==> config.mk <==
export PLATFORM = sky130hd
export DESIGN_NAME = fcht_ctrl
export DESIGN_NICKNAME = d
export VERILOG_FILES = /design/src/sv/fcht_pkg.sv /design/src/sv/fcht_ctrl.sv
export SDC_FILE = /design/constraint.sdc
export NUM_CORES = 1
export LEC_CHECK = 0
export BUFFER_PORTS_ARGS = -buffer_cell sky130_fd_sc_hd__buf_2
export CAP_MARGIN = 10
export CORE_AREA = 2 2 39 41
export DETAILED_ROUTE_END_ITERATION = 16
export DIE_AREA = 0 0 41 43
export PLACE_DENSITY = 0.51
export SKIP_CTS_REPAIR_TIMING = 1
export SYNTH_ARGS = -nofsm -noshare
export SYNTH_HDL_FRONTEND = slang
export SYNTH_SLANG_ARGS = --single-unit
==> constraint.sdc <==
create_clock -name clk_i -period 1.1 [get_ports clk_i]
set_input_delay 0.22 -clock clk_i [delete_from_list [all_inputs] [get_ports clk_i]]
set_output_delay 0.22 -clock clk_i [all_outputs]
set_load 0.05 [all_outputs]
==> src/sv/fcht_pkg.sv <==
// Package: shared constants, types and controller states for the frequency count hash table.
`timescale 1ns / 1ps
package fcht_pkg;
  localparam int unsigned BUCKETS_DEF = 256;
  localparam int unsigned WAYS_DEF = 4;
  localparam int unsigned COUNT_BITS_DEF = 16;
  localparam int unsigned CFG_BITS = 9;
  localparam int unsigned KEY_BITS = 32;
  localparam int unsigned OCC_BITS = 16;
  localparam int unsigned SUM_BITS = 10;

  localparam logic ACT_INSERT = 1'b0;
  localparam logic ACT_LOOKUP = 1'b1;

  typedef enum logic [2:0] {
    ST_IDLE,
    ST_DIGIT,
    ST_MOD,
    ST_PROBE,
    ST_WRITE,
    ST_DONE,
    ST_CLEAR
  } state_e;

  typedef struct packed {
    logic clear;
    logic load;
    logic digit;
    logic mod_step;
    logic probe_start;
    logic probe_step;
    logic commit;
    logic done;
  } cmd_t;

  typedef struct packed {
    logic clear_done;
    logic digits_done;
    logic mod_done;
    logic probe_done;
  } stat_t;
endpackage

==> src/sv/fcht_ctrl.sv <==
// Controller: sequences digit sum, modulo, probe and write-back.
`timescale 1ns / 1ps
module fcht_ctrl (
  input  logic            clk_i,
  input  logic            rst_ni,
  input  logic            start,
  output logic            busy,
  output logic            done_o,
  output fcht_pkg::cmd_t  cmd_o,
  input  fcht_pkg::stat_t stat_i
);
  fcht_pkg::state_e state_q, state_d;

  always_ff @(posedge clk_i or negedge rst_ni) begin
    if (!rst_ni) begin
      state_q <= fcht_pkg::ST_CLEAR;
    end else begin
      state_q <= state_d;
    end
  end

  always_comb begin
    state_d = state_q;
    cmd_o = '0;
    busy = 1'b1;
    done_o = 1'b0;
    unique case (state_q)
      fcht_pkg::ST_CLEAR: begin
        cmd_o.clear = 1'b1;
        if (stat_i.clear_done) begin
          state_d = fcht_pkg::ST_IDLE;
        end
      end
      fcht_pkg::ST_IDLE: begin
        busy = 1'b0;
        if (start) begin
          cmd_o.load = 1'b1;
          state_d = fcht_pkg::ST_DIGIT;
        end
      end
      fcht_pkg::ST_DIGIT: begin
        cmd_o.digit = 1'b1;
        if (stat_i.digits_done) begin
          state_d = fcht_pkg::ST_MOD;
        end
      end
      fcht_pkg::ST_MOD: begin
        cmd_o.mod_step = 1'b1;
        if (stat_i.mod_done) begin
          cmd_o.probe_start = 1'b1;
          state_d = fcht_pkg::ST_PROBE;
        end
      end
      fcht_pkg::ST_PROBE: begin
        cmd_o.probe_step = 1'b1;
        if (stat_i.probe_done) begin
          state_d = fcht_pkg::ST_WRITE;
        end
      end
      fcht_pkg::ST_WRITE: begin
        cmd_o.commit = 1'b1;
        state_d = fcht_pkg::ST_DONE;
      end
      fcht_pkg::ST_DONE: begin
        done_o = 1'b1;
        cmd_o.done = 1'b1;
        state_d = fcht_pkg::ST_IDLE;
      end
      default: state_d = fcht_pkg::ST_IDLE;
    endcase
  end
endmodule

* After elaboration in Yosys (flattened, before gate mapping)
Cells that the tools add are included.
W data, S select, Z words.
** Operators by class
- Multiplexer cells :: 16
- Reductions and logical operators :: 2
- Equal/unequal tests :: 11
** Operator list (number)
- $pmux W3 S6 :: 1
- $mux W3 :: 5
- $ne A2 B2 Y1 const B :: 5
- $eq A3 B3 Y1 const B :: 3
- $mux W1 :: 9
- $eq A3 B2 Y1 const B :: 2
- $reduce_and A5 Y1 :: 1
- $eq A3 B1 Y1 const B :: 1
- $logic_not A3 Y1 :: 1
- $mux W2 :: 1
** Storage, ports and cells
- Output and inout port bits :: 10
- Register bits after elaboration :: 3

* Logic depth before layout (Yosys ltp)
- Word-level depth :: 3
- Depth in mapped cells :: 4
- Mapped depth without buffers :: 3

* Worst setup path before layout
No wires, ideal clock.
- Kind :: reg2out
- Start :: register state_q[2]
- End :: output port cmd_o[0] in the netlist's numbering
- Arrival time :: 2180 ps
- Slack :: -1300 ps
- Data required time :: 880 ps
- Stages on the path, launching flop included :: 3
- Path buffers :: 1
- Path through :: dfstp_2 -> nor3b_1 -> buf_4
** Between the ends
- Longest elaborated chain between the ends :: 2
** RTL lines
- start, declared :: line fcht_ctrl.sv:12 : fcht_pkg::state_e state_q, state_d;
- start signal, assigned :: line fcht_ctrl.sv:16 : state_q <= fcht_pkg::ST_CLEAR;
- start signal, assigned :: line fcht_ctrl.sv:18 : state_q <= state_d;
- $eq A3 B3 Y1
- $mux W1
- end, declared :: line fcht_ctrl.sv:9 : output fcht_pkg::cmd_t cmd_o,
No other way between the ends.

==> impl_metrics.csv <==
group,metric,value,unit
outcome,outcome,"complete, but fails checks",
outcome,violations,"negative setup slack",
synthesis,synth_edf_count,0,
job,drv_cap,0,
route,vias,298,
layout,nets,61,
synthesis,syn_area,235.2,um^2
clocking,cts_root_buffer,"clkbuf_4",
sta,setup_ws,-0.4151,ns
synthesis,yosys.area.top_type,"dfstp_2",
synthesis,synth_ff_type,"dfstp_2",
synthesis,synth_xor_xnor_area_share,0,
layout,top_regs,"state_q (3)",
clocking,cts.sinks,3,
clocking,clk_pin_slew_worst_paths,0.04,ns
sta,finClkSkew,0.005078,ns
floorplanning,core_area,0.001384,mm^2
route,firstDrtPassIters,4,
route,wl_per_cell,9.812,um
synthesis,synth-async-reset-ratio,1.000,
sta,finalCriticalPeriod,1.515,ns
synthesis,synthTopCellsByCount,"6 x nand2_1, 4 x nor2_1, 3 x and3_1",
floorplanning,ioPinCount,17,
synthesis,synth_fp_nets,37,
setup_path,worstPathRequired,0.88,ns
synthesis,synthAdderAreaFrac,0,
synthesis,synth.area.mux_share,0,
layout,largest-register,"state_q",
floorplanning,start_util,0.1700,
setup_path,crit_type,"reg -> out",
sta,hold_viol,0,
setup_path,slowest_delay,0.55,ns
sta,whs,0.2295,ns
setup_path,worstSetupStartpointType,"register",
grt,antenna_found_initial,0,
synthesis,synth_top_family_by_area,"simple AND/OR/NAND/NOR gates",
hold_path,min_path_type,"in -> reg",
grt,track_usage,0.08753,
setup_path,endpoint_kind,"output pin",
grt,overflow,0,
floorplanning,die_x,41,um
grt,grt_max_degree,8,
synthesis,ys_ff_latch,3,
sta,clock.fmax,660.0,MHz
synthesis,yosysWarnings,0,
clocking,cts_inserted_buffers,3,
synthesis,synth_area_leaders,"dfstp_2 22%, dfrtp_1 11%, nand2_1 9.6%",
synthesis,yosysUniqueCellTypes,16,
route,ant_nets,0,
floorplanning,placementRows,14,
placed_design,numPortBuffers,16,
sta,max_slew.worst_pin.slew,0.2050,ns
grt,grt_pass1_wl,959,um
layout,layout-drive-gt1-share,0.7358,
floorplanning,dieArea,0.001763,mm^2
layout,area_growth,111.2,%
route,first_iter_violations,5,
clocking,cts_tree,"done",
clocking,max-clock-path-buffers,2,
setup_path,path_max_fanout,4,
route,drc_errors,0,
clocking,clock_latency,0.24,ns
setup_path,cp_cell_sequence,"nor2b_4, and3_4, buf_8",
route,avgViaCountPerCell,4.319,
route,routed_wl,677,um
placed_design,pre_cts_ws,-0.2519,ns
synthesis,synth_compound_area_frac,0.1064,
sta,period_share,1.377,
sta,rsz0062_at_grt,"yes",
synthesis,yosys.area_share.simple,0.4681,
placed_design,dp_hpwl,525.2,um
synthesis,syn_inst,30,
synthesis,yosysSeqAreaShare,0.3298,
grt,grt_pass1_vias,258,
sta,slew_viol_final,0,
setup_path,critPathSlowestCell,"dfstp_2",
placed_design,routabilityCongestion,0.8034,
synthesis,syn_avg_cell_area,7.841,um^2
layout,largest_reg_flops,3,
clocking,cts_htree_levels,1,
layout,filler_cell_count,146,
sta,relSlewSlack,0.8632,
synthesis,yosysMostFrequentCell,"nand2_1",
sta,finalSetupViolations,10,
floorplanning,die_h,43,um
synthesis,synth_top_area_frac,0.2234,
setup_path,crit_arrival,1.30,ns
layout,antenna_cells,0,
==> routing by layer <==
metal  share of wire  track usage
met1            0.39      0.08738
met3           0.049      0.01571
met4               0       0.1200
met2            0.56       0.1219
met5               0            0
==> through the flow <==
step / instances / instance area [um^2] / utilization / TNS [ns]
floorplan: 30 / 271.5 / - / -1.875
detailed placement: 64 / 382.9 / 0.2767 / -1.977
CTS: 68 / 409.1 / 0.2957 / -4.578
global placement: 64 / 382.9 / 0.2767 / -1.951
finish: 69 / 496.7 / 0.3590 / -3.739
global route: 69 / 496.7 / 0.3590 / -4.403
==> layout by cell type, fill, tap and decap left out <==
cell	netlist	routed
a32o_2	1	1
and2_4	1	2
and3_2	0	1
and3_4	0	2
buf_2	0	6
buf_4	2	6
buf_6	0	5
buf_8	0	3
clkbuf_1	0	1
clkbuf_4	0	3
dfrtp_1	1	1
dfstp_2	2	2
dlygate4sd3_1	0	1
inv_1	1	1
inv_2	1	1
nand2_1	6	4
nand2_2	0	2
nand3_1	2	2
nor2_1	4	3
nor2_2	0	1
nor2b_4	1	1
nor3b_2	0	1
nor3b_4	0	1
o21ai_0	1	1
o221ai_2	0	1
==> worst paths after layout <==
path | from | end | slack (ns) | cells past startpoint
setup / recovery | state_q[1] | cmd_o[3] | -0.42 | 3
hold / removal | stat_i[0] | state_q[2] | 0.23 | 2
min in group asynchronous | rst_ni | state_q[0] | 0.31 | 2
max in group asynchronous | rst_ni | state_q[1] | 0.60 | 2
setup reg to reg | state_q[2] | state_q[2] | 0.01 | 3
hold reg to reg | state_q[2] | state_q[2] | 0.65 | 1
==> worst max-delay path: cells and delay by family (launching register included) <==
kind,cells,cell delay [ns]
simple gates,2,0.36
buf+inv,1,0.14
flops,1,0.55
==> cells by family (layout without fill, tap and decap cells) <==
family,after synthesis,in the layout
AOI/OAI and AO/OA,3,3
and+or+nand+nor,20,20
buffers and inverters,4,27
DFF,3,3
==> area by class of cell <==
cell class                 count  area [um^2]  area share
sequential                     3        77.57      0.1562
timing repair buffer          21        186.4      0.3753
clock buffer                   4        26.28     0.05290
inverter                       2        7.507     0.01511
tap                           16        20.02     0.04030
multi-input combinational     23        178.9      0.3602
Power is not shown: default switching activity piles up to over one toggle a cycle in this logic, so the estimate is an artifact.
